--- src/hdl/iou_pkg.sv ---
// Shared types and constants for the box intersection-over-union pipeline.
// Used by every module under hdl; depends on nothing else.
`timescale 1ns / 1ps
`default_nettype none

package iou_pkg;

  localparam int FRACTION_BITS = 16;
  localparam int QUO_W         = FRACTION_BITS + 1;
  localparam int RATIO_W       = 17;
  localparam int COORD_W       = 16;
  localparam int SIZE_W        = 15;
  localparam int AREA_W        = 2 * SIZE_W;
  localparam int UNION_W       = AREA_W + 1;
  localparam int REM_W         = UNION_W + 1;
  localparam int IN_TDATA_W    = 128;
  localparam int OUT_TDATA_W   = 24;

  typedef struct packed {
    logic signed [COORD_W-1:0] first_left;
    logic signed [COORD_W-1:0] first_top;
    logic [SIZE_W-1:0]         first_width;
    logic [SIZE_W-1:0]         first_height;
    logic signed [COORD_W-1:0] second_left;
    logic signed [COORD_W-1:0] second_top;
    logic [SIZE_W-1:0]         second_width;
    logic [SIZE_W-1:0]         second_height;
  } pair_t;

  // Overlap rectangle edges after the first stage.
  typedef struct packed {
    logic signed [COORD_W-1:0] xl;
    logic signed [COORD_W-1:0] yt;
    logic signed [COORD_W:0]   xr;
    logic signed [COORD_W:0]   yb;
    logic [SIZE_W-1:0]         w1;
    logic [SIZE_W-1:0]         h1;
    logic [SIZE_W-1:0]         w2;
    logic [SIZE_W-1:0]         h2;
  } edge_t;

  // Overlap size and box sizes handed to the area stages.
  typedef struct packed {
    logic [SIZE_W-1:0] ow;
    logic [SIZE_W-1:0] oh;
    logic [SIZE_W-1:0] w1;
    logic [SIZE_W-1:0] h1;
    logic [SIZE_W-1:0] w2;
    logic [SIZE_W-1:0] h2;
    logic              disjoint;
  } geom_t;

  // Dividend, divisor and status handed to the divider.
  typedef struct packed {
    logic [AREA_W-1:0]  inter;
    logic [UNION_W-1:0] uni;
    logic               kill;
    logic               empty;
  } quot_in_t;

  typedef struct packed {
    logic [RATIO_W-1:0] ratio;
    logic               empty;
  } result_t;

endpackage

`default_nettype wire

--- src/hdl/iou_area.sv ---
// Area stages: three parallel 15x15 products, then the union area and status.
// Depends on iou_pkg.
`timescale 1ns / 1ps
`default_nettype none

module iou_area
  import iou_pkg::*;
(
  input  wire logic  clk,
  input  wire logic  rst_n,
  input  wire logic  en,
  input  wire logic  in_valid,
  input  wire geom_t in_geom,
  output logic       out_valid,
  output quot_in_t   out_quot
);

  logic [AREA_W-1:0]  inter_nxt, a1_nxt, a2_nxt;
  logic [AREA_W-1:0]  inter_r, a1_r, a2_r;
  logic               dis_r;
  logic               v3_r, v4_r;
  logic [UNION_W-1:0] uni;
  quot_in_t           quot_nxt, quot_r;

  assign inter_nxt = in_geom.disjoint ? '0
                   : ({{SIZE_W{1'b0}}, in_geom.ow} * {{SIZE_W{1'b0}}, in_geom.oh});
  assign a1_nxt    = {{SIZE_W{1'b0}}, in_geom.w1} * {{SIZE_W{1'b0}}, in_geom.h1};
  assign a2_nxt    = {{SIZE_W{1'b0}}, in_geom.w2} * {{SIZE_W{1'b0}}, in_geom.h2};

  always_ff @(posedge clk) begin
    if (!rst_n) begin
      v3_r <= 1'b0;
    end else if (en) begin
      v3_r <= in_valid;
    end
  end

  always_ff @(posedge clk) begin
    if (en) begin
      inter_r <= inter_nxt;
      a1_r    <= a1_nxt;
      a2_r    <= a2_nxt;
      dis_r   <= in_geom.disjoint;
    end
  end

  // The intersection never exceeds either box area, so the union is
  // non-negative and fits one bit above an area.
  always_comb begin
    uni            = {1'b0, a1_r} + {1'b0, a2_r} - {1'b0, inter_r};
    quot_nxt.inter = inter_r;
    quot_nxt.uni   = uni;
    quot_nxt.kill  = dis_r | (uni == '0);
    quot_nxt.empty = ~dis_r & (uni == '0);
  end

  always_ff @(posedge clk) begin
    if (!rst_n) begin
      v4_r <= 1'b0;
    end else if (en) begin
      v4_r <= v3_r;
    end
  end

  always_ff @(posedge clk) begin
    if (en) begin
      quot_r <= quot_nxt;
    end
  end

  assign out_valid = v4_r;
  assign out_quot  = quot_r;

endmodule

`default_nettype wire

--- config.mk ---
export PLATFORM = sky130hd
export DESIGN_NAME = iou_area
export DESIGN_NICKNAME = d
export VERILOG_FILES = /design/src/hdl/iou_pkg.sv /design/src/hdl/iou_area.sv
export SDC_FILE = /design/constraint.sdc
export NUM_CORES = 2
export LEC_CHECK = 0
export ABC_AREA = 1
export ABC_CLOCK_PERIOD_IN_PS = 8300
export BUFFER_PORTS_ARGS = -buffer_cell sky130_fd_sc_hd__buf_2
export CORE_ASPECT_RATIO = 0.75
export CORE_MARGIN = 3
export CORE_UTILIZATION = 55
export DETAILED_ROUTE_END_ITERATION = 7
export GPL_ROUTABILITY_DRIVEN = 0
export PLACE_DENSITY = 0.73
export SYNTH_ARGS = -nofsm -noshare
export SYNTH_HDL_FRONTEND = slang
export SYNTH_SLANG_ARGS = --single-unit
--- constraint.sdc ---
create_clock -name clk -period 8.3 [get_ports clk]
set_clock_uncertainty 0.05 [all_clocks]
set_input_delay 1.245 -clock clk [delete_from_list [all_inputs] [get_ports clk]]
set_output_delay 1.245 -clock clk [all_outputs]
set_load 0.03 [all_outputs]
==> impl_metrics.yaml <==
logic_synthesis:
  synth_area_per_cell_um2: 7.85
  synth-seq-cells: 156
  yosys_warnings: 0
  synth_nets: 4953
  synth_cells: 4014
  ys_seq_area_frac: 0.148
  ys_types: 42
  syn_area_um2: 31500
sta:
  finalSetupTns_ns: 0
  hold_violations: 0
  setup_viol: 0
  rsz0062_at_grt: "no"
  slew_viol_final: 0
  fmax_ghz: 0.156
  layout_min_cycle_time_ns: 6.41
  slew_headroom: 0.363
  worst_pin_slew_ns: 0.956
  post-route-period-util: 0.772
final_layout:
  drive_above_1_share: 0.0528
  final_common_cell: "inv_1"
  area_delta_synth_final_pct: 6.24
  layout_common_cells: "inv_1 (1317), nand2_1 (1053), fa_1 (531), ha_1 (313), buf_2 (157)"
  fin_nets: 5038
  diodes: 0
  nFillCells: 5019
outcome:
  status: "finished clean"
grt:
  grt.total_usage: 0.256
  grt_pass1_wl_mm: 123
  grt_remaining_overflow: 0
  grt_pass1_vias: 23820
  antenna_found_initial: 0
  grt_max_degree: 83
clocking:
  ctsHoldBuffers: 0
  root_buffer: "clkbuf_16"
  cts_buffers: 17
  cts_max_level: 4
  cts_max_path_buffers: 2
  insertion_delay_ns: 0.43
  clock_sinks: 156
  cts_resized: 0
  postCtsSetupBuffers: 0
  cts_tree: "yes"
  clk_pin_slew_worst_paths_ns: 0.06
floorplanning:
  row_count: 75
  core-area_um2: 56300
  die_w_um: 282
  io_pins: 159
  die_y_um: 213
  dieArea_um2: 60200
  start_util: 0.560
setup_path:
  max_stage_delay_ns: 0.53
  cp.arrival_ns: 6.53
  critical_path_class: "in2reg"
  crit_family: "adder cells"
  path_buf_inv: 9
  cpMostUsedCell: "inv_1"
  cp_max_fo: 15
  critPathCaptureType: "flip-flop"
  start_kind: "primary input"
  worst-endpoint-required_ns: 8.42
  cp_cell_sequence: "buf_2 > nand2_1 > inv_1 > fa_1 > inv_1 > fa_1 > inv_1 > fa_1 > inv_1 > fa_1 > inv_1 > fa_1 > inv_1 > fa_1 > inv_1 > ha_1 > nand2_1 > inv_1 > a21oi_1 > nand2_1 > a21boi_1 > o21ai_0 > a21oi_1 > xnor2_1"
  cpMaxStageDelayCell: "fa_1"
detailed_routing:
  num_vias: 24471
  ant_nets: 0
  wl_met3_mm: 7.35
  drt-pass1-iter-count: 6
  route.detailed.drc: 0
  wire_per_inst_um: 15.3
  top_layer: "met4"
  met1_length_mm: 34.6
  initialDrtViolationCount: 2126
  vias_per_cell: 5.05
  drt-total-wl_mm: 73.9
  wl_met2_mm: 31.0
placed_design:
  port-buffer-count: 158
  dp_hpwl_mm: 62.1
flow_run:
  drv_cap: 0
min_path:
  hp-class: "reg2reg"
[final cells by class]
cell class,instances,area [um^2],share of cell area
multi-input combinational,2443,21500,0.643
inverter,1322,4960,0.148
sequential,156,4660,0.139
tap,731,915,0.0273
timing repair buffer,159,805,0.0240
clock buffer,19,433,0.0129
clock inverter,13,165,0.00493
[sequential cells by signal, summed over array words and instances (netlist names)]
name / cells
out_quot: 63
dis_r: 1
a1_r: 30
v3_r: 1
out_valid: 1
a2_r: 30
inter_r: 30
[per-stage QoR]
step | hold slack, ns | setup slack, ns | utilization | instance area, um^2 | std cells
3_5_place_dp | 0.434 | 1.49 | 0.584 | 32900 | 4811
6_report | 0.442 | 1.89 | 0.595 | 33500 | 4843
4_1_cts | 0.451 | 1.93 | 0.595 | 33500 | 4843
5_1_grt | 0.464 | 1.50 | 0.595 | 33500 | 4843
3_3_place_gp | 0.420 | 1.59 | 0.584 | 32900 | 4811
2_1_floorplan | 0.376 | 1.91 | - | 31500 | 4014
[cell usage after synthesis, drive strengths merged]
master	number	area, um^2
a21boi	4	30.0
a21o	5	37.5
a21oi	121	609
a221oi	1	8.76
a31o	1	8.76
a31oi	6	37.5
and2	2	12.5
and3	1	6.26
clkbuf	93	349
clkinv	1	3.75
dfxtp	2	40.0
edfxtp	154	4620
fa	531	10600
ha	313	3920
inv	1321	4960
nand2	1058	3980
nand3	69	375
nand3b	4	30.0
nand4	12	75.1
nor2	135	529
nor3	16	90.1
nor4	3	18.8
o2111ai	1	8.76
o211ai	2	15.0
o21a	13	97.6
o21ai	67	339
o21bai	7	56.3
o221a	1	11.3
o311ai	1	8.76
xnor2	28	245
xor2	41	359
[cell families (layout without fill, tap and decap cells)]
| group | count (synthesis) | in the layout | synth area share |
|---|---|---|---|
| buffers and inverters | 1415 | 1513 | 0.169 |
| xor gates and xnor gates | 69 | 69 | 0.0192 |
| AOI/OAI and AO/OA | 230 | 230 | 0.0403 |
| and+or+nand+nor | 1300 | 1300 | 0.162 |
| DFF | 156 | 156 | 0.148 |
| adders and majority gates | 844 | 844 | 0.462 |
[worst reg2reg max path, stage by stage, from the launching register on]
cell and delay, ns:
edfxtp_1 0.38, inv_1 0.13, ha_1 0.25, inv_1 0.06, ha_1 0.22, inv_1 0.08
fa_1 0.48, inv_1 0.14, nand3_1 0.08, nand3_1 0.16, nand3_1 0.12, nand3_2 0.13
nand2_1 0.09, nand2_1 0.07, nand2_1 0.04, nand2_1 0.13, nand3_1 0.09, nor2_1 0.21
nand3_1 0.17, nor2_2 0.11
[layer usage]
metal / vias to the layer above / track usage
met2: 1088 / 0.375
met5: - / 0
met4: 0 / 0.0360
met1: 11625 / 0.409
met3: 65 / 0.0423
li1: 11693 / -
[final timing paths]
kind         depth (start not counted)              start  slack (ns)                     end
max                                 24        in_geom[56]        1.89      a1_r[21]$_DFFE_PP_
min                                  2  v3_r$_SDFFE_PN0P_        0.44  out_valid$_SDFFE_PN0P_
max reg2reg                         19  a2_r[0]$_DFFE_PP_        4.97   out_quot[0]$_DFFE_PP_
min reg2reg                          2  v3_r$_SDFFE_PN0P_        0.44  out_valid$_SDFFE_PN0P_
Power is not shown: default switching activity piles up to over one toggle a cycle in this logic, so the estimate is an artifact.
