## src/hdl/iou_pkg.sv

```systemverilog
// Shared types and constants for the box intersection-over-union pipeline.
// Used by every module under hdl; depends on nothing else.
`timescale 1ns / 1ps
`default_nettype none

package iou_pkg;

  localparam int FRACTION_BITS = 16;
  localparam int QUO_W         = FRACTION_BITS + 1;
  localparam int RATIO_W       = 17;
  localparam int COORD_W       = 16;
  localparam int SIZE_W        = 15;
  localparam int AREA_W        = 2 * SIZE_W;
  localparam int UNION_W       = AREA_W + 1;
  localparam int REM_W         = UNION_W + 1;
  localparam int IN_TDATA_W    = 128;
  localparam int OUT_TDATA_W   = 24;

  typedef struct packed {
    logic signed [COORD_W-1:0] first_left;
    logic signed [COORD_W-1:0] first_top;
    logic [SIZE_W-1:0]         first_width;
    logic [SIZE_W-1:0]         first_height;
    logic signed [COORD_W-1:0] second_left;
    logic signed [COORD_W-1:0] second_top;
    logic [SIZE_W-1:0]         second_width;
    logic [SIZE_W-1:0]         second_height;
  } pair_t;

  // Overlap rectangle edges after the first stage.
  typedef struct packed {
    logic signed [COORD_W-1:0] xl;
    logic signed [COORD_W-1:0] yt;
    logic signed [COORD_W:0]   xr;
    logic signed [COORD_W:0]   yb;
    logic [SIZE_W-1:0]         w1;
    logic [SIZE_W-1:0]         h1;
    logic [SIZE_W-1:0]         w2;
    logic [SIZE_W-1:0]         h2;
  } edge_t;

  // Overlap size and box sizes handed to the area stages.
  typedef struct packed {
    logic [SIZE_W-1:0] ow;
    logic [SIZE_W-1:0] oh;
    logic [SIZE_W-1:0] w1;
    logic [SIZE_W-1:0] h1;
    logic [SIZE_W-1:0] w2;
    logic [SIZE_W-1:0] h2;
    logic              disjoint;
  } geom_t;

  // Dividend, divisor and status handed to the divider.
  typedef struct packed {
    logic [AREA_W-1:0]  inter;
    logic [UNION_W-1:0] uni;
    logic               kill;
    logic               empty;
  } quot_in_t;

  typedef struct packed {
    logic [RATIO_W-1:0] ratio;
    logic               empty;
  } result_t;

endpackage

`default_nettype wire

```

## src/hdl/iou_div.sv

```systemverilog
// Pipelined restoring divider, one quotient bit per register stage.
// Depends on iou_pkg.
`timescale 1ns / 1ps
`default_nettype none

module iou_div
  import iou_pkg::*;
(
  input  wire logic     clk,
  input  wire logic     rst_n,
  input  wire logic     en,
  input  wire logic     in_valid,
  input  wire quot_in_t in_quot,
  output logic          out_valid,
  output result_t       out_result
);

  logic [REM_W-1:0]   rem_in   [QUO_W];
  logic [QUO_W-1:0]   q_in     [QUO_W];
  logic [UNION_W-1:0] uni_in   [QUO_W];
  logic               kill_in  [QUO_W];
  logic               empty_in [QUO_W];
  logic               v_in     [QUO_W];

  logic [REM_W:0]     diff     [QUO_W];
  logic [REM_W-1:0]   rem_nxt  [QUO_W];
  logic [QUO_W-1:0]   q_nxt    [QUO_W];

  logic [REM_W-1:0]   rem_r    [QUO_W];
  logic [QUO_W-1:0]   q_r      [QUO_W];
  logic [UNION_W-1:0] uni_r    [QUO_W];
  logic               kill_r   [QUO_W];
  logic               empty_r  [QUO_W];
  logic               v_r      [QUO_W];

  for (genvar i = 0; i < QUO_W; i++) begin : g_stage
    // The first stage tests the integer bit: the intersection is at most the
    // union, so the remainder stays below the divisor from then on.
    if (i == 0) begin : g_first
      assign rem_in[i]   = {{(REM_W-AREA_W){1'b0}}, in_quot.inter};
      assign q_in[i]     = '0;
      assign uni_in[i]   = in_quot.uni;
      assign kill_in[i]  = in_quot.kill;
      assign empty_in[i] = in_quot.empty;
      assign v_in[i]     = in_valid;
    end else begin : g_next
      assign rem_in[i]   = {rem_r[i-1][REM_W-2:0], 1'b0};
      assign q_in[i]     = q_r[i-1];
      assign uni_in[i]   = uni_r[i-1];
      assign kill_in[i]  = kill_r[i-1];
      assign empty_in[i] = empty_r[i-1];
      assign v_in[i]     = v_r[i-1];
    end

    assign diff[i]    = {1'b0, rem_in[i]} - {2'b00, uni_in[i]};
    assign rem_nxt[i] = diff[i][REM_W] ? rem_in[i] : diff[i][REM_W-1:0];
    assign q_nxt[i]   = {q_in[i][QUO_W-2:0], ~diff[i][REM_W]};

    always_ff @(posedge clk) begin
      if (!rst_n) begin
        v_r[i] <= 1'b0;
      end else if (en) begin
        v_r[i] <= v_in[i];
      end
    end

    always_ff @(posedge clk) begin
      if (en) begin
        rem_r[i]   <= rem_nxt[i];
        q_r[i]     <= q_nxt[i];
        uni_r[i]   <= uni_in[i];
        kill_r[i]  <= kill_in[i];
        empty_r[i] <= empty_in[i];
      end
    end
  end

  // Disjoint boxes and an empty union both report a zero ratio.
  assign out_valid        = v_r[QUO_W-1];
  assign out_result.ratio = kill_r[QUO_W-1] ? '0 : RATIO_W'(q_r[QUO_W-1]);
  assign out_result.empty = empty_r[QUO_W-1];

endmodule

`default_nettype wire

```

## config.mk

```make
export PLATFORM = sky130hd
export DESIGN_NAME = iou_div
export DESIGN_NICKNAME = d
export VERILOG_FILES = /design/src/hdl/iou_pkg.sv /design/src/hdl/iou_div.sv
export SDC_FILE = /design/constraint.sdc
export NUM_CORES = 2
export LEC_CHECK = 0
export BUFFER_PORTS_ARGS = -buffer_cell sky130_fd_sc_hd__buf_2
export CAP_MARGIN = 10
export CORE_MARGIN = 10
export CORE_UTILIZATION = 45
export DETAILED_ROUTE_END_ITERATION = 10
export PLACE_DENSITY = 0.69
export SLEW_MARGIN = 10
export SYNTH_ARGS = -nofsm -noshare
export SYNTH_HDL_FRONTEND = slang
export SYNTH_SLANG_ARGS = --single-unit
```

## constraint.sdc

```tcl
create_clock -name clk -period 5.5 [get_ports clk]
set_input_delay 1.1 -clock clk [delete_from_list [all_inputs] [get_ports clk]]
set_output_delay 1.1 -clock clk [all_outputs]
set_load 0.005 [all_outputs]
```

==> summary.md <==
| Metric | Value |
|---|---|
| Status | `finished, final reports clean` |
| Dpl cells | `around 8,000` |
| WP data arrival | `~5 ns` |
| Critical path startpoint category | `flop` |
| Die width | `just over 400 um` |
| Asr flop ratio synth | `0%` |
| Fmax | `~0.22 GHz` |
| Leakage | `approximately 30 nW` |
| Hold EP | `q_r[0][174]` |
| Worst-Margin Slew | `around 0.85 ns` |
| Min-delay worst type | `flop to flop` |
| Origin of the critical flop-to-flop path | `rem_r[0][416]` |
| Largest family of logic cells by synthesized area | `compound AO/OA/AOI/OAI gates` |
| First-pass GRT wire length | `between 150,000 and 200,000 um` |
| XOR/XNOR share of the synthesized area | `5.30%` |
| Post-synthesis sequential area ratio | `between 50% and 60%` |
| Starting DRT DRC Count | `roughly 2,100` |
| GRT Resource Usage Total | `approximately 14%` |
| Worst EP required | `about 6.0 ns` |
| Post-synth top flop | `edfxtp_1` |
| Post-Syn Area | `about 0.067 sq mm` |
| Hold bufs inserted after CTS | `0` |
| Distinct cell type count of the synthesized netlist | `about 110` |
| Synth-to-layout area growth | `10.5%` |
| Synthesized area per cell | `~11 sq um` |
| Final GP Congestion | `about 0.93` |
| Post-Route WL | `around 120,000 um` |
| Hold path cells | `0` |
| Vias | `roughly 43,000` |
| Final Hold Vio Count | `0` |
| Die height | `between 400 and 500 um` |
| Reg2Reg Depth | `11` |
| Setup-failing EPs final | `0` |
| Max Cap Viol | `0` |
| Worst Path Class, Setup | `flop to flop` |
| Gate Count Post-Synth | `just under 6,000` |
| Slew Viols, Final | `0` |
| Initial Util | `between 40% and 50%` |
| Non-Filler Instances | `slightly above 8,000` |
| H-tree depth | `4` |
| Post-synth EDFFs | `between 1,000 and 1,500` |
| Cell row count | `roughly 140` |
| Synth Area in Compound Gates | `15.0%` |
| Drt via density | `5.31` |
| Post-synthesis mux area share | `2.69%` |
| Synth warn | `0` |
| Reg-to-reg slack, setup | `1.0 ns` |
| HP Start | `q_r[0][156]` |
| Post-cts resize count | `0` |
| Final HPWL DP | `87,000 um` |
| CTS root buf | `clkbuf_16` |
| Synth Register Bits | `1,196` |
| Clock Skew | `~0.021 ns` |
| Post-DRT Antenna Nets | `0` |
| Largest net degree at the start of global routing | `around 140` |
| Post-route setup TNS | `0 ns` |
| PD cells | `between 500 and 600 mW/mm^2` |
| N_diodes | `0` |
| Minimum clock period | `roughly 4.5 ns` |
| Full die area | `0.165 sq mm` |
| TritonCTS clock tree | `yes` |
| Core ar. | `around 0.15 sq mm` |
| Final nets | `approximately 6,700` |
| Slew HR | `43.0%` |
| Endpoint type of the worst setup path | `flop` |
| PortBufs | `between 80 and 90` |
| Initial antenna violation count | `0` |
| Synthesized Nets | `between 6,000 and 7,000` |
| Later-pin clock latency in the skew report | `between 0.7 and 0.8 ns` |
| Avg WL per Cell | `approximately 14 um` |
| Synth Area in Adders | `about a tenth` |
| GR Overflow Total | `0` |
| DRC Markers | `0` |
| Post-CTS Setup Inserts | `0` |
| Crit-path max FO | `53` |
| Num CTS Buffers | `136` |
| Vias in the first global route | `43,700` |
| Clock Sinks | `1,196` |
| Clock Path Buffers | `3` |
| Top-Level Pins | `86` |
| Share of layout cells above drive strength 1 | `under 10%` |
| Final worst-path cycle share | `approximately four fifths` |
| Worst-path clk slew | `approximately 0.06 ns` |
| Post-synthesis simple-gate area fraction | `a little under 9%` |
| RSZ-0062 raised after global routing | `no` |
| Detailed Routing Iterations Pass 1 | `8` |
| Reg-to-reg critical path endpoint | `rem_r[0][449]` |
| Worst VDD drop | `between 0.0003 and 0.0004 V` |
[where the power goes]
group / internal [mW] / switching, mW / leakage (nW)
clock network: 5.07 / 3.42 / 2.08
logic: 7.94 / 9.79 / 16.6
registers: 13.4 / 1.13 / 11.7
[cell type report]
| cell class | instances | area (sq um) |
|---|---|---|
| inverters | 639 | 2400 |
| well taps | 1930 | 2410 |
| flip-flops and latches | 1196 | 35900 |
| fillers | 12700 | 73900 |
| clock inverters | 73 | 551 |
| repair buffers | 133 | 933 |
| multi-input cells | 3966 | 28100 |
| clock buffers | 165 | 3660 |
[routing by layer]
layer	track usage, %	routed length [um]
met5	0	0
met1	14.8	46800
met2	26.8	60900
met4	7.33	5530
met3	2.50	4110
[sequential cells by signal, summed over array words and instances (netlist names)]
signal	flops
kill_r	17
q_r	153
rem_r	496
uni_r	496
empty_r	17
v_r	17
[placed cells by master, fill, tap and decap left out, types with 32 or more instances in the layout]
cell          n
buf_2        84
o21bai_1     50
nand2_1     474
mux2_2      120
nand3_1      79
a21oi_1     479
ha_1        510
clkinv_1     32
nor3_1       68
edfxtp_1   1195
mux2_1       36
nand4_1      43
and3_1       48
buf_4        37
o21a_1       58
o21ai_0     393
a31oi_1      33
nor2_1      324
o21ai_1      53
xor2_1      166
a21o_1      231
clkbuf_16   143
inv_1       636
a211oi_1     42
nor2b_1      71
nand2b_1     83
xnor2_1     239
[synthesized netlist by cell type (55+ instances only)]
cell type | number | area, sq um
nand2_1 | 474 | 1780
nand3_1 | 79 | 395
inv_1 | 636 | 2390
nor3_1 | 69 | 345
o21a_1 | 58 | 435
clkbuf_1 | 55 | 206
nand2b_1 | 83 | 519
a21oi_1 | 479 | 2400
xor2_1 | 166 | 1450
ha_1 | 510 | 6380
edfxtp_1 | 1195 | 35900
nor2_1 | 324 | 1220
nor2b_1 | 71 | 444
mux2_2 | 120 | 1350
o21ai_0 | 393 | 1970
xnor2_1 | 239 | 2090
a21o_1 | 231 | 1730
[worst max path at each step]
| stage | endpoint | from | cells past startpoint | slack [ns] |
|---|---|---|---|---|
| after floorplan | rem_r[0][20] | in_quot[12] | 13 | 1.61 |
| after global placement | rem_r[0][20] | in_quot[3] | 14 | 0.74 |
| after detailed placement | rem_r[0][23] | in_quot[3] | 14 | 0.66 |
| after CTS | rem_r[0][478] | rem_r[0][416] | 12 | 0.96 |
| after global routing | rem_r[0][478] | rem_r[0][416] | 12 | 0.73 |
| final | rem_r[0][449] | rem_r[0][416] | 11 | 1.0 |
[through the flow]
step                total power [mW]  instance area, sq um  setup slack, ns  hold slack [ns]  utilization (%)
floorplan                       28.6                 66900             1.61            0.400                -
global placement                31.7                 69800            0.736            0.401             47.2
detailed placement              32.2                 69800            0.656            0.405             47.2
CTS                             41.0                 74000            0.962            0.409             50.0
global route                    43.9                 74000            0.729            0.414             50.0
finish                          40.8                 74000            0.995            0.405             50.0
[cells by family (layout without fill, tap and decap cells)]
| logic type | after synthesis | in the layout |
|---|---|---|
| compound gates | 1585 | 1585 |
| simple gates | 1290 | 1290 |
| flops | 1196 | 1196 |
| buf+inv | 757 | 1010 |
| fa+ha+maj | 526 | 526 |
| xor+xnor | 405 | 405 |
| mux | 160 | 160 |
[critical path, stage by stage, from the launching register on]
cell	delay, ns
edfxtp_1	0.44
fa_1	0.47
a21o_1	0.20
a21o_2	0.23
a2111oi_1	0.58
o31a_1	0.32
o21ai_2	0.13
a31oi_1	0.44
o21ai_1	0.22
nand2_1	0.14
o41a_2	0.70
mux2_4	0.35
No activity file was read; power rests on OpenSTA's default activity.
