## src/hdl/iou_pkg.sv

```systemverilog
// Shared types and constants for the box intersection-over-union pipeline.
// Used by every module under hdl; depends on nothing else.
`timescale 1ns / 1ps
`default_nettype none

package iou_pkg;

  localparam int FRACTION_BITS = 16;
  localparam int QUO_W         = FRACTION_BITS + 1;
  localparam int RATIO_W       = 17;
  localparam int COORD_W       = 16;
  localparam int SIZE_W        = 15;
  localparam int AREA_W        = 2 * SIZE_W;
  localparam int UNION_W       = AREA_W + 1;
  localparam int REM_W         = UNION_W + 1;
  localparam int IN_TDATA_W    = 128;
  localparam int OUT_TDATA_W   = 24;

  typedef struct packed {
    logic signed [COORD_W-1:0] first_left;
    logic signed [COORD_W-1:0] first_top;
    logic [SIZE_W-1:0]         first_width;
    logic [SIZE_W-1:0]         first_height;
    logic signed [COORD_W-1:0] second_left;
    logic signed [COORD_W-1:0] second_top;
    logic [SIZE_W-1:0]         second_width;
    logic [SIZE_W-1:0]         second_height;
  } pair_t;

  // Overlap rectangle edges after the first stage.
  typedef struct packed {
    logic signed [COORD_W-1:0] xl;
    logic signed [COORD_W-1:0] yt;
    logic signed [COORD_W:0]   xr;
    logic signed [COORD_W:0]   yb;
    logic [SIZE_W-1:0]         w1;
    logic [SIZE_W-1:0]         h1;
    logic [SIZE_W-1:0]         w2;
    logic [SIZE_W-1:0]         h2;
  } edge_t;

  // Overlap size and box sizes handed to the area stages.
  typedef struct packed {
    logic [SIZE_W-1:0] ow;
    logic [SIZE_W-1:0] oh;
    logic [SIZE_W-1:0] w1;
    logic [SIZE_W-1:0] h1;
    logic [SIZE_W-1:0] w2;
    logic [SIZE_W-1:0] h2;
    logic              disjoint;
  } geom_t;

  // Dividend, divisor and status handed to the divider.
  typedef struct packed {
    logic [AREA_W-1:0]  inter;
    logic [UNION_W-1:0] uni;
    logic               kill;
    logic               empty;
  } quot_in_t;

  typedef struct packed {
    logic [RATIO_W-1:0] ratio;
    logic               empty;
  } result_t;

endpackage

`default_nettype wire

```

## src/hdl/iou_geom.sv

```systemverilog
// Overlap geometry: two register stages that clip the boxes to their overlap.
// Depends on iou_pkg.
`timescale 1ns / 1ps
`default_nettype none

module iou_geom
  import iou_pkg::*;
(
  input  wire logic  clk,
  input  wire logic  rst_n,
  input  wire logic  en,
  input  wire logic  in_valid,
  input  wire pair_t in_pair,
  output logic       out_valid,
  output geom_t      out_geom
);

  logic signed [COORD_W-1:0] l1, t1, l2, t2;
  logic signed [COORD_W:0]   r1, r2, b1, b2;
  edge_t                     edge_nxt, edge_r;
  logic                      v1_r, v2_r;
  logic signed [COORD_W+1:0] ow_full, oh_full;
  geom_t                     geom_nxt, geom_r;

  always_comb begin
    l1 = in_pair.first_left;
    t1 = in_pair.first_top;
    l2 = in_pair.second_left;
    t2 = in_pair.second_top;
    r1 = $signed({l1[COORD_W-1], l1}) + $signed({2'b00, in_pair.first_width});
    r2 = $signed({l2[COORD_W-1], l2}) + $signed({2'b00, in_pair.second_width});
    b1 = $signed({t1[COORD_W-1], t1}) + $signed({2'b00, in_pair.first_height});
    b2 = $signed({t2[COORD_W-1], t2}) + $signed({2'b00, in_pair.second_height});
    edge_nxt.xl = (l1 > l2) ? l1 : l2;
    edge_nxt.yt = (t1 > t2) ? t1 : t2;
    edge_nxt.xr = (r1 < r2) ? r1 : r2;
    edge_nxt.yb = (b1 < b2) ? b1 : b2;
    edge_nxt.w1 = in_pair.first_width;
    edge_nxt.h1 = in_pair.first_height;
    edge_nxt.w2 = in_pair.second_width;
    edge_nxt.h2 = in_pair.second_height;
  end

  always_ff @(posedge clk) begin
    if (!rst_n) begin
      v1_r <= 1'b0;
    end else if (en) begin
      v1_r <= in_valid;
    end
  end

  always_ff @(posedge clk) begin
    if (en) begin
      edge_r <= edge_nxt;
    end
  end

  // A negative overlap extent means the boxes are disjoint; the low bits are
  // then meaningless and the area stage ignores them.
  always_comb begin
    ow_full = $signed({edge_r.xr[COORD_W], edge_r.xr})
            - $signed({{2{edge_r.xl[COORD_W-1]}}, edge_r.xl});
    oh_full = $signed({edge_r.yb[COORD_W], edge_r.yb})
            - $signed({{2{edge_r.yt[COORD_W-1]}}, edge_r.yt});
    geom_nxt.ow       = ow_full[SIZE_W-1:0];
    geom_nxt.oh       = oh_full[SIZE_W-1:0];
    geom_nxt.w1       = edge_r.w1;
    geom_nxt.h1       = edge_r.h1;
    geom_nxt.w2       = edge_r.w2;
    geom_nxt.h2       = edge_r.h2;
    geom_nxt.disjoint = ow_full[COORD_W+1] | oh_full[COORD_W+1];
  end

  always_ff @(posedge clk) begin
    if (!rst_n) begin
      v2_r <= 1'b0;
    end else if (en) begin
      v2_r <= v1_r;
    end
  end

  always_ff @(posedge clk) begin
    if (en) begin
      geom_r <= geom_nxt;
    end
  end

  assign out_valid = v2_r;
  assign out_geom  = geom_r;

endmodule

`default_nettype wire

```

## config.mk

```make
export PLATFORM = sky130hd
export DESIGN_NAME = iou_geom
export DESIGN_NICKNAME = d
export VERILOG_FILES = /design/src/hdl/iou_pkg.sv /design/src/hdl/iou_geom.sv
export SDC_FILE = /design/constraint.sdc
export NUM_CORES = 1
export LEC_CHECK = 0
export BUFFER_PORTS_ARGS = -buffer_cell sky130_fd_sc_hd__buf_2
export CORE_ASPECT_RATIO = 0.8
export CORE_MARGIN = 2
export CORE_UTILIZATION = 40
export DETAILED_ROUTE_END_ITERATION = 12
export PLACE_DENSITY = 0.68
export SETUP_SLACK_MARGIN = 0.02
export SLEW_MARGIN = 20
export SYNTH_ARGS = -nofsm -noshare
export SYNTH_HDL_FRONTEND = slang
export SYNTH_SLANG_ARGS = --single-unit
```

## constraint.sdc

```tcl
create_clock -name clk -period 6.75 [get_ports clk]
set_clock_uncertainty 0.1 [all_clocks]
set_input_delay 2.025 -clock clk [delete_from_list [all_inputs] [get_ports clk]]
set_output_delay 2.025 -clock clk [all_outputs]
set_load 0.05 [all_outputs]
```

==> out/metrics.csv, run 1 <==
stage;metric;value;unit
synthesis;syn_area_per_cell;11.9;um2
power;seqPwrFrac;38.3;%
timing;hold_viol;0;
timing;finalSetupTns;0;ns
routing;wl;31.8;mm
setup_path;critPathMaxFanout;16;
synthesis;synthCells;1119;
global_routing;grt_overflow;0;
finish;multi_input_area;6210;um2
synthesis;syn_area;13300;um2
routing;ant_nets;0;
clock_tree;ctsResizeCount;0;
routing;drt_iter0_markers;514;
routing;drcViolationCount;0;
routing;met3_length;2.17;mm
floorplan;rows;59;
global_routing;grt_max_degree;128;
power;vdd.ir_drop.worst;0.210;mV
floorplan;dieArea;34800;um2
clock_tree;cts_sinks;219;
routing;wl_per_cell;17.7;um
placement;dp_cells;1756;
setup_path;worstSetupStartpointType;input pin;
power;finalPower;4.79;mW
placement;dp_hpwl;24.9;mm
clock_tree;cts_setup_buffers;0;
run;drv_cap;0;
global_routing;antenna_found_initial;0;
floorplan;ios;220;
finish;antennaDiodeCount;0;
timing;fin_ws;0.775;ns
clock_tree;cts-buffers-inserted;25;
floorplan;die_w;208;um
routing;firstDrtPassIters;5;
global_routing;grt_pass1_vias;9133;
setup_path;worstPathRequired;6.94;ns
finish;drive_gt1_share;22.6;%
routing;met1_length;15.3;mm
timing;rsz0062_at_grt;false;
power;p_int;3.09;mW
global_routing;grt_pass1_wl;48.9;mm
power;switching_share;35.6;%
clock_tree;h-tree-depth;1;
min_path;hold_depth;0;
routing;top_layer_used;met4;
power;comb_power_share;36.4;%
setup_path;worstPathArrival;6.16;ns
routing;viasPerCell;5.27;
finish;nets;1648;
clock_tree;clkLatencyLatePin;0.54;ns
setup_path;r2r_cells;10;
global_routing;track_usage;17.7;%
status;outcome;complete, no violations;
placement;port_buffers;219;
finish;fill_cells;2939;
timing;tightest_slew;1.15;ns
synthesis;synth_edf_count;217;
synthesis;async_reset_ff_share;0;%
finish;stdcell_count;1798;
routing;wl_met2;13.7;mm
clock_tree;hold_buffers;0;
timing;fmax;167;MHz
placement;place_congestion;0.899;
power;switchingPower;1.70;mW
setup_path;critPathKind;in -> reg;
synthesis;syn_nets;1411;
timing;finalCritPeriodShare;88.5;%
floorplan;die_y;167;um
min_path;hold_path.class;reg -> reg;
power;cellLeakagePower;6.92;nW
clock_tree;cts_root_buf;clkbuf_16;
clock_tree;clkTransAtPathRegs;0.06;ns
placement;dp_slack;0.287;ns
synthesis;synth_seq_cells;219;
clock_tree;cts_tree;yes;
power;power_frac_clock;25.3;%
timing;setup_viol;0;
clock_tree;clockBufferDepth;3;
finish;area_growth;17.4;%
routing;vias;9468;
setup_path;end_kind;register;
floorplan;core_area;32600;um2
synthesis;synth_flop_cell;edfxtp_1;
timing;slew_violations;0;
floorplan;start_util;40.8;%
synthesis;yosysSeqAreaShare;49.2;%
power;power_density;306;nW/um2
synthesis;yosysWarningCount;0;
synthesis;synth_cell_types;66;
timing;slew_headroom;23.2;%
finish;ff_latch_area;6560;um2
timing;min_period;5.97;ns
## worst paths after layout
kind	slack, ns	start	end
max	0.78	in_pair[108]	edge_r[77]
min reg2reg	0.31	edge_r[57]	out_geom[58]
max reg2reg	3.96	edge_r[77]	out_geom[90]
min	0.31	edge_r[57]	out_geom[58]
## routing by layer
| metal | vias up | track usage (%) |
|---|---|---|
| li1 | 4625 | - |
| met4 | 0 | 4.01 |
| met2 | 301 | 27.2 |
| met3 | 41 | 3.88 |
| met5 | - | 0 |
| met1 | 4501 | 25.7 |
## sequential cells by signal, summed over array words and instances (netlist names)
name       cells
edge_r       126
out_geom      91
out_valid      1
v1_r           1
## critical path: stages
cell      delay [ns]
buf_2           0.11
ha_1            0.20
inv_1           0.07
fa_1            0.39
nor2b_1         0.13
o21ai_1         0.09
a21oi_1         0.23
nor2_1          0.11
o21ai_1         0.34
a21oi_1         0.17
o211a_1         0.28
ha_1            0.39
nand4_1         0.13
and3_1          0.16
a211o_2         0.13
o311ai_2        0.15
mux2i_4         0.65
mux2_2          0.41
## cell type report
cell class / count / area share, %
Tap cell: 427 / 3.42
Multi-Input combinational cell: 760 / 39.7
Sequential cell: 219 / 41.9
Clock buffer: 29 / 4.10
Timing Repair Buffer: 223 / 7.34
Clock inverter: 13 / 0.480
Inverter: 127 / 3.05
## layout by cell type, fill, tap and decap left out, types with 4 or more instances in the layout
cell type,n
o21bai_1,6
o211ai_1,6
nor2b_1,30
inv_1,127
and3_1,7
nand2_1,33
xnor2_1,54
mux2_2,41
or3_1,4
buf_2,218
fa_1,6
nand2b_1,20
a21boi_0,4
a211oi_1,8
clkinv_1,5
o21ai_1,10
a21o_1,45
ha_1,158
xor2_1,18
o21ai_0,55
nand3_1,14
clkbuf_1,4
clkbuf_16,25
nor2_1,34
a31oi_1,6
nor3_1,7
mux2i_1,28
edfxtp_1,217
o21a_1,13
nand4_1,20
a21oi_1,80
## per-stage QoR
stage	area [um2]	hold slack [ns]	util [%]
after floorplan	13300	0.300	-
after global placement	14900	0.300	45.7
after detailed placement	14900	0.305	45.7
after CTS	15600	0.314	47.9
after global routing	15600	0.318	47.9
final	15600	0.314	47.9
## power by group through the flow
stage / Sequential (mW) / Clock [mW] / Combinational [mW]
after global placement: 1.86 / 0 / 1.70
after global routing: 1.86 / 1.30 / 1.90
after CTS: 1.84 / 1.25 / 1.74
final: 1.84 / 1.21 / 1.74
after detailed placement: 1.87 / 0 / 1.73
after floorplan: 2.20 / 0 / 0.949
## Yosys cell counts, types with 4 or more instances
library cell	instances	area, um2
inv_1	127	477
a21boi_0	4	30.0
nand3_1	14	70.1
mux2i_1	28	280
and3_1	7	43.8
o21ai_0	55	275
a31oi_1	6	37.5
xnor2_1	54	473
mux2_2	41	462
o21ai_1	10	50.1
ha_1	158	1980
a21oi_1	80	400
edfxtp_1	217	6520
a21o_1	45	338
clkbuf_1	7	26.3
nand4_1	20	125
o21bai_1	6	45.0
o21a_1	13	97.6
nand2_1	33	124
fa_1	6	120
o211ai_1	6	45.0
nor2b_1	30	188
nor3_1	7	35.0
nand2b_1	20	125
nor2_1	34	128
a211oi_1	8	60.1
or3_1	4	25.0
xor2_1	18	158
## kinds of logic (layout without fill, tap and decap cells)
kind of cell,after synthesis,in the layout,synth area share (%)
AOI/OAI and AO/OA,266,266,12.8
DFF,219,219,49.2
and+or+nand+nor,188,188,7.58
adders and majority gates,164,164,15.7
buffers and inverters,140,392,4.15
xor gates and xnor gates,72,72,4.74
muxes,70,70,5.74
(Power assumes the default switching activity.)
==> run 2: changes to the inputs <==
Settings changed: CORE_MARGIN 2 to unset, PLACE_DENSITY 0.68 to unset, RECOVER_POWER set to 50.
==> out/metrics.csv, run 2 (synthesis results as in run 1) <==
stage;metric;value;unit
min_path;min_from;edge_r[7];
routing;wl;31.6;mm
setup_path;cpPeakStageDelay;0.50;ns
routing;vias;9281;
setup_path;worstPathCellList;clkbuf_1 -> ha_1 -> inv_1 -> fa_1 -> nor2b_1 -> o21ai_1 -> a21oi_1 -> nor2_1 -> o21ai_1 -> a21oi_1 -> xor2_1 -> inv_1 -> ha_1 -> and3_1 -> a31oi_1 -> a211o_2 -> o311ai_2 -> mux2i_4 -> mux2_2;
global_routing;antenna_found_initial;1;
setup_path;r2r_start;edge_r[60];
clock_tree;h-tree-depth;1;
clock_tree;clkTransAtPathRegs;0.06;ns
placement;port_buffers;219;
timing;setup_viol;0;
routing;drcViolationCount;0;
setup_path;reg2reg_slack;3.89;ns
timing;tightest_slew;3.03;ns
finish;layout_common_cells;217 x edfxtp_1, 159 x buf_2, 158 x ha_1;
finish;nets;1650;
timing;hold_viol;0;
clock_tree;cts_sinks;219;
setup_path;worstPathArrival;5.99;ns
setup_path;r2r-end;out_geom[75];
clock_tree;cts-buffers-inserted;25;
min_path;hold_path.class;reg -> reg;
global_routing;grt_pass1_vias;9116;
setup_path;crit_buf_inv;3;
floorplan;rows;59;
clock_tree;hold_buffers;0;
clock_tree;clockBufferDepth;3;
status;violations;max-capacitance violations, max-slew violations;
routing;viasPerCell;5.15;
timing;slew_violations;53;
power;vdd.ir_drop.worst;0.201;mV
floorplan;die_y;165;um
routing;drt_iter0_markers;546;
clock_tree;ctsResizeCount;0;
floorplan;core_area;32600;um2
timing;slew_headroom;-102;%
min_path;holdPathEnd;out_geom[8];
clock_tree;cts_root_buf;clkbuf_16;
clock_tree;clkLatencyLatePin;0.55;ns
floorplan;die_w;206;um
setup_path;end_kind;register;
min_path;hold_depth;0;
finish;regMostFlops;edge_r;
finish;drive_gt1_share;18.9;%
placement;place_area;14900;um2
setup_path;cp_top_family;compound AO/OA/AOI/OAI gates;
setup_path;r2r_cells;11;
setup_path;cp_slowest_cell;mux2i_4;
routing;ant_nets;0;
global_routing;track_usage;18.6;%
run;drv_cap;1;
timing;min_period;5.79;ns
finish;area_growth;18.0;%
timing;finalCritPeriodShare;85.8;%
finish;multi_input_area;6210;um2
setup_path;critPathMaxFanout;12;
setup_path;worstSetupStartpointType;input pin;
finish;final_common_cell;edfxtp_1;
finish;design_area;15700;um2
setup_path;critPathKind;in -> reg;
finish;largest_reg_flops;126;
setup_path;worstPathRequired;6.94;ns
clock_tree;cts_setup_buffers;0;
floorplan;dieArea;34000;um2
power;power_density;317;nW/um2
placement;dp_hpwl;24.8;mm
placement;place_congestion;0.898;
floorplan;start_util;40.8;%
routing;firstDrtPassIters;5;
clock_tree;cts_tree;yes;
timing;rsz0062_at_grt;false;
global_routing;grt_overflow;0;
timing;fmax;173;MHz
power;cellLeakagePower;6.83;nW
finish;ff_latch_area;6560;um2
routing;wl_per_cell;17.5;um
global_routing;grt_pass1_wl;48.8;mm
finish;fill_cells;2997;
power;finalPower;4.98;mW
global_routing;grt_max_degree;144;
finish;antennaDiodeCount;0;
timing;finalSetupTns;0;ns
floorplan;ios;220;
status;outcome;finished with violations;
## run 2: layer usage
metal / track usage (%) / routed length, um / up-vias
li1: - / - / 4630
met1: 27.8 / 16000 / 4368
met2: 27.7 / 13100 / 241
met3: 3.38 / 1870 / 42
met4: 4.34 / 604 / 0
met5: 0 / 0 / -
## run 2: worst register-to-register path, cell delays in order (launching register included)
cell and delay, ns:
edfxtp_1 0.35, inv_1 0.07, ha_1 0.20, fa_1 0.23, nor2b_1 0.05, o21ai_0 0.23, a21oi_1 0.13, a2111oi_0 0.60
o31a_1 0.31, o21ai_0 0.10, a21oi_1 0.18, xnor2_1 0.07
## run 2: layout make-up
cell class	count	area share, %
timing repair buffer	225	6.91
clock inverter	20	1.42
multi-input combinational	760	39.5
clock buffer	25	3.98
sequential	219	41.7
tap	427	3.40
inverter	127	3.03
## run 2: worst max-delay path by stage
stage | startpoint | endpoint | slack, ns | cells past startpoint
2_1_floorplan | in_pair[23] | edge_r[77] | 1.22 | 15
3_3_place_gp | in_pair[108] | edge_r[77] | 0.53 | 19
3_5_place_dp | in_pair[77] | edge_r[77] | 0.44 | 19
4_1_cts | in_pair[15] | edge_r[77] | 1.02 | 19
5_1_grt | in_pair[77] | edge_r[80] | 0.66 | 19
6_report | in_pair[77] | edge_r[80] | 0.96 | 19
## run 2: where the power goes
group	leakage (nW)	switching [mW]	total, mW	internal [mW]
Clock	0.412	0.569	1.40	0.835
Combinational	4.28	1.10	1.73	0.629
Sequential	2.14	0.0621	1.84	1.78
Total	6.83	1.73	4.98	3.24
## run 2: metrics by stage
step           util (%)  setup WS (ns)  std cells  hold WS, ns
6_report           48.2          0.958       1803        0.318
3_5_place_dp       45.7          0.436       1757        0.305
2_1_floorplan         -           1.22       1119        0.300
3_3_place_gp       45.7          0.535       1757        0.300
4_1_cts            48.3           1.02       1802        0.318
5_1_grt            48.2          0.656       1803        0.322
==> run 3: changes to the inputs <==
Settings changed: ABC_AREA set to 1.
Clock period 6.75 ns to 5.2 ns, I/O delays scaled along.
==> out/metrics.csv, run 3 <==
stage;metric;value;unit
global_routing;antenna_found_initial;4;
status;violations;max-capacitance violations, max-slew violations;
finish;layout_common_cells;500 x nand2_1, 272 x inv_1, 217 x edfxtp_1;
setup_path;worstPathRequired;5.51;ns
timing;tightest_slew;3.05;ns
timing;fmax;221;MHz
global_routing;grt_overflow;0;
setup_path;r2r_start;edge_r[60];
floorplan;ios;220;
routing;wl_per_cell;17.4;um
finish;stdcell_count;2458;
global_routing;track_usage;22.7;%
floorplan;dieArea;37400;um2
clock_tree;ctsResizeCount;0;
finish;design_area;17100;um2
clock_tree;h-tree-depth;1;
min_path;min_from;edge_r[11];
synthesis;synth_flop_cell;edfxtp_1;
power;vdd.ir_drop.worst;0.225;mV
floorplan;rows;62;
routing;vias;12500;
global_routing;grt_pass1_wl;65.7;mm
min_path;hold_path.class;reg -> reg;
finish;largest_reg_flops;126;
status;outcome;finished with violations;
synthesis;yosysMostFrequentCell;nand2_1;
global_routing;grt_max_degree;82;
run;drv_cap;1;
synthesis;syn_area;14700;um2
setup_path;worstSetupStartpointType;input pin;
finish;final_common_cell;nand2_1;
clock_tree;cts_tree;yes;
finish;multi_input_area;6970;um2
setup_path;worstPathArrival;4.83;ns
synthesis;yosysSeqAreaShare;44.7;%
placement;dp_hpwl;34.7;mm
synthesis;synth.top_cells.by_area;edfxtp_1 44%, ha_1 13%, nand2_1 13%;
placement;place_congestion;0.951;
clock_tree;cts-buffers-inserted;26;
routing;wl;42.7;mm
floorplan;start_util;40.7;%
synthesis;syn_area_per_cell;8.54;um2
synthesis;synth_cell_types;33;
min_path;holdPathEnd;out_geom[12];
synthesis;synthCells;1717;
finish;nets;2250;
timing;slew_headroom;-103;%
synthesis;synth_edf_count;217;
finish;drive_gt1_share;11.5;%
power;cellLeakagePower;8.45;nW
clock_tree;clockBufferDepth;3;
timing;slew_violations;65;
routing;met1_length;22.0;mm
synthesis;netlist_top_cells_count;500 x nand2_1, 272 x inv_1, 217 x edfxtp_1, 158 x ha_1, 145 x nand3_1;
synthesis;async_reset_ff_share;0;%
placement;dp_cells;2410;
timing;rsz0062_at_grt;false;
clock_tree;cts_sinks;219;
routing;drt_iter0_markers;885;
clock_tree;cts_root_buf;clkbuf_16;
setup_path;critPathMaxFanout;16;
routing;top_layer_used;met5;
routing;drcViolationCount;0;
floorplan;core_area;36000;um2
timing;min_period;4.52;ns
routing;wl_met2;16.1;mm
routing;met3_length;3.71;mm
setup_path;end_kind;register;
synthesis;synth_largest_area_cell;edfxtp_1;
finish;regMostFlops;edge_r;
clock_tree;clkLatencyLatePin;0.55;ns
synthesis;syn_nets;2009;
clock_tree;clkTransAtPathRegs;0.06;ns
setup_path;reg2reg_slack;2.84;ns
routing;firstDrtPassIters;5;
timing;finalSetupTns;0;ns
synthesis;synth_top_area_share;44.5;%
finish;area_growth;16.6;%
synthesis;synth_seq_cells;219;
placement;dp_slack;0.192;ns
power;power_density;398;nW/um2
routing;viasPerCell;5.07;
finish;ff_latch_area;6560;um2
setup_path;r2r-end;out_geom[75];
min_path;hold_depth;0;
floorplan;die_y;173;um
setup_path;r2r_cells;9;
clock_tree;cts_setup_buffers;0;
finish;fill_cells;3575;
timing;fin_ws;0.681;ns
routing;ant_nets;0;
timing;setup_viol;0;
clock_tree;hold_buffers;0;
floorplan;die_w;216;um
timing;finalCritPeriodShare;86.9;%
setup_path;critPathKind;in -> reg;
timing;hold_viol;0;
synthesis;yosysWarningCount;0;
global_routing;grt_pass1_vias;11600;
placement;place_area;16400;um2
timing;whs;0.309;ns
placement;port_buffers;219;
[run 3: cell count changes in the layout (fill, tap and decap cells not counted), sizes merged, moves of 40 or more]
cell,delta
nand2,+471
mux2,-41
a21o,-40
nor2,+68
nand3,+137
inv,+142
[run 3: report_power, final]
group | internal [mW] | switching (mW)
Sequential | 2.36 | 0.112
Clock | 0.963 | 0.745
Combinational | 0.789 | 1.84
[run 3: layout make-up]
class	count	share of cell area, %
multi-input cells	1207	40.8
flip-flops and latches	219	38.4
repair buffers	231	6.63
inverters	273	6.00
clock buffers	27	3.83
well taps	480	3.52
clock inverters	17	0.798
diodes	4	0.0586
[run 3: how the worst max path moves through the flow]
| stage | start | endpoint | slack, ns | depth (start not counted) |
|---|---|---|---|---|
| finish | in_pair[15] | edge_r[86] | 0.68 | 23 |
| detailed placement | in_pair[46] | edge_r[86] | 0.19 | 23 |
| floorplan | in_pair[77] | edge_r[81] | 0.65 | 19 |
| global route | en | edge_r[60] | 0.37 | 2 |
| CTS | in_pair[46] | edge_r[86] | 0.79 | 23 |
| global placement | in_pair[46] | edge_r[86] | 0.31 | 23 |
[run 3: cell families after synthesis]
group	synth area share, %
buffers and inverters	7.73
XOR/XNOR	3.17
AO/OA/AOI/OAI	5.47
AND/OR/NAND/NOR	24.6
flip-flops	44.7
adder cells (fa/ha/maj)	14.3
[run 3: per-layer routing]
layer | GRT usage [%] | vias up
li1 | - | 6232
met1 | 36.9 | 5735
met2 | 30.2 | 448
met3 | 4.23 | 47
met4 | 5.69 | 2
met5 | 0 | -
[run 3: through the flow]
step,util [%],power (mW)
after floorplan,-,4.36
after global placement,45.4,5.08
after detailed placement,45.4,5.11
after CTS,47.6,6.86
after global routing,47.5,7.24
final,47.5,6.80
[run 3: worst max-delay path: stages]
cell      delay [ns]
clkbuf_1        0.10
ha_1            0.20
inv_1           0.06
fa_1            0.39
nand3b_1        0.18
nand2_1         0.13
nand2_1         0.06
nand2_1         0.13
nand2_1         0.09
nand2_1         0.09
nand2_1         0.05
nand2_1         0.05
nor2_1          0.05
inv_1           0.05
ha_1            0.28
nand2_1         0.11
nor2_1          0.05
a21boi_0        0.12
nor2_1          0.29
nand3_2         0.18
nand2_2         0.31
nand3_1         0.15
nand2_1         0.12
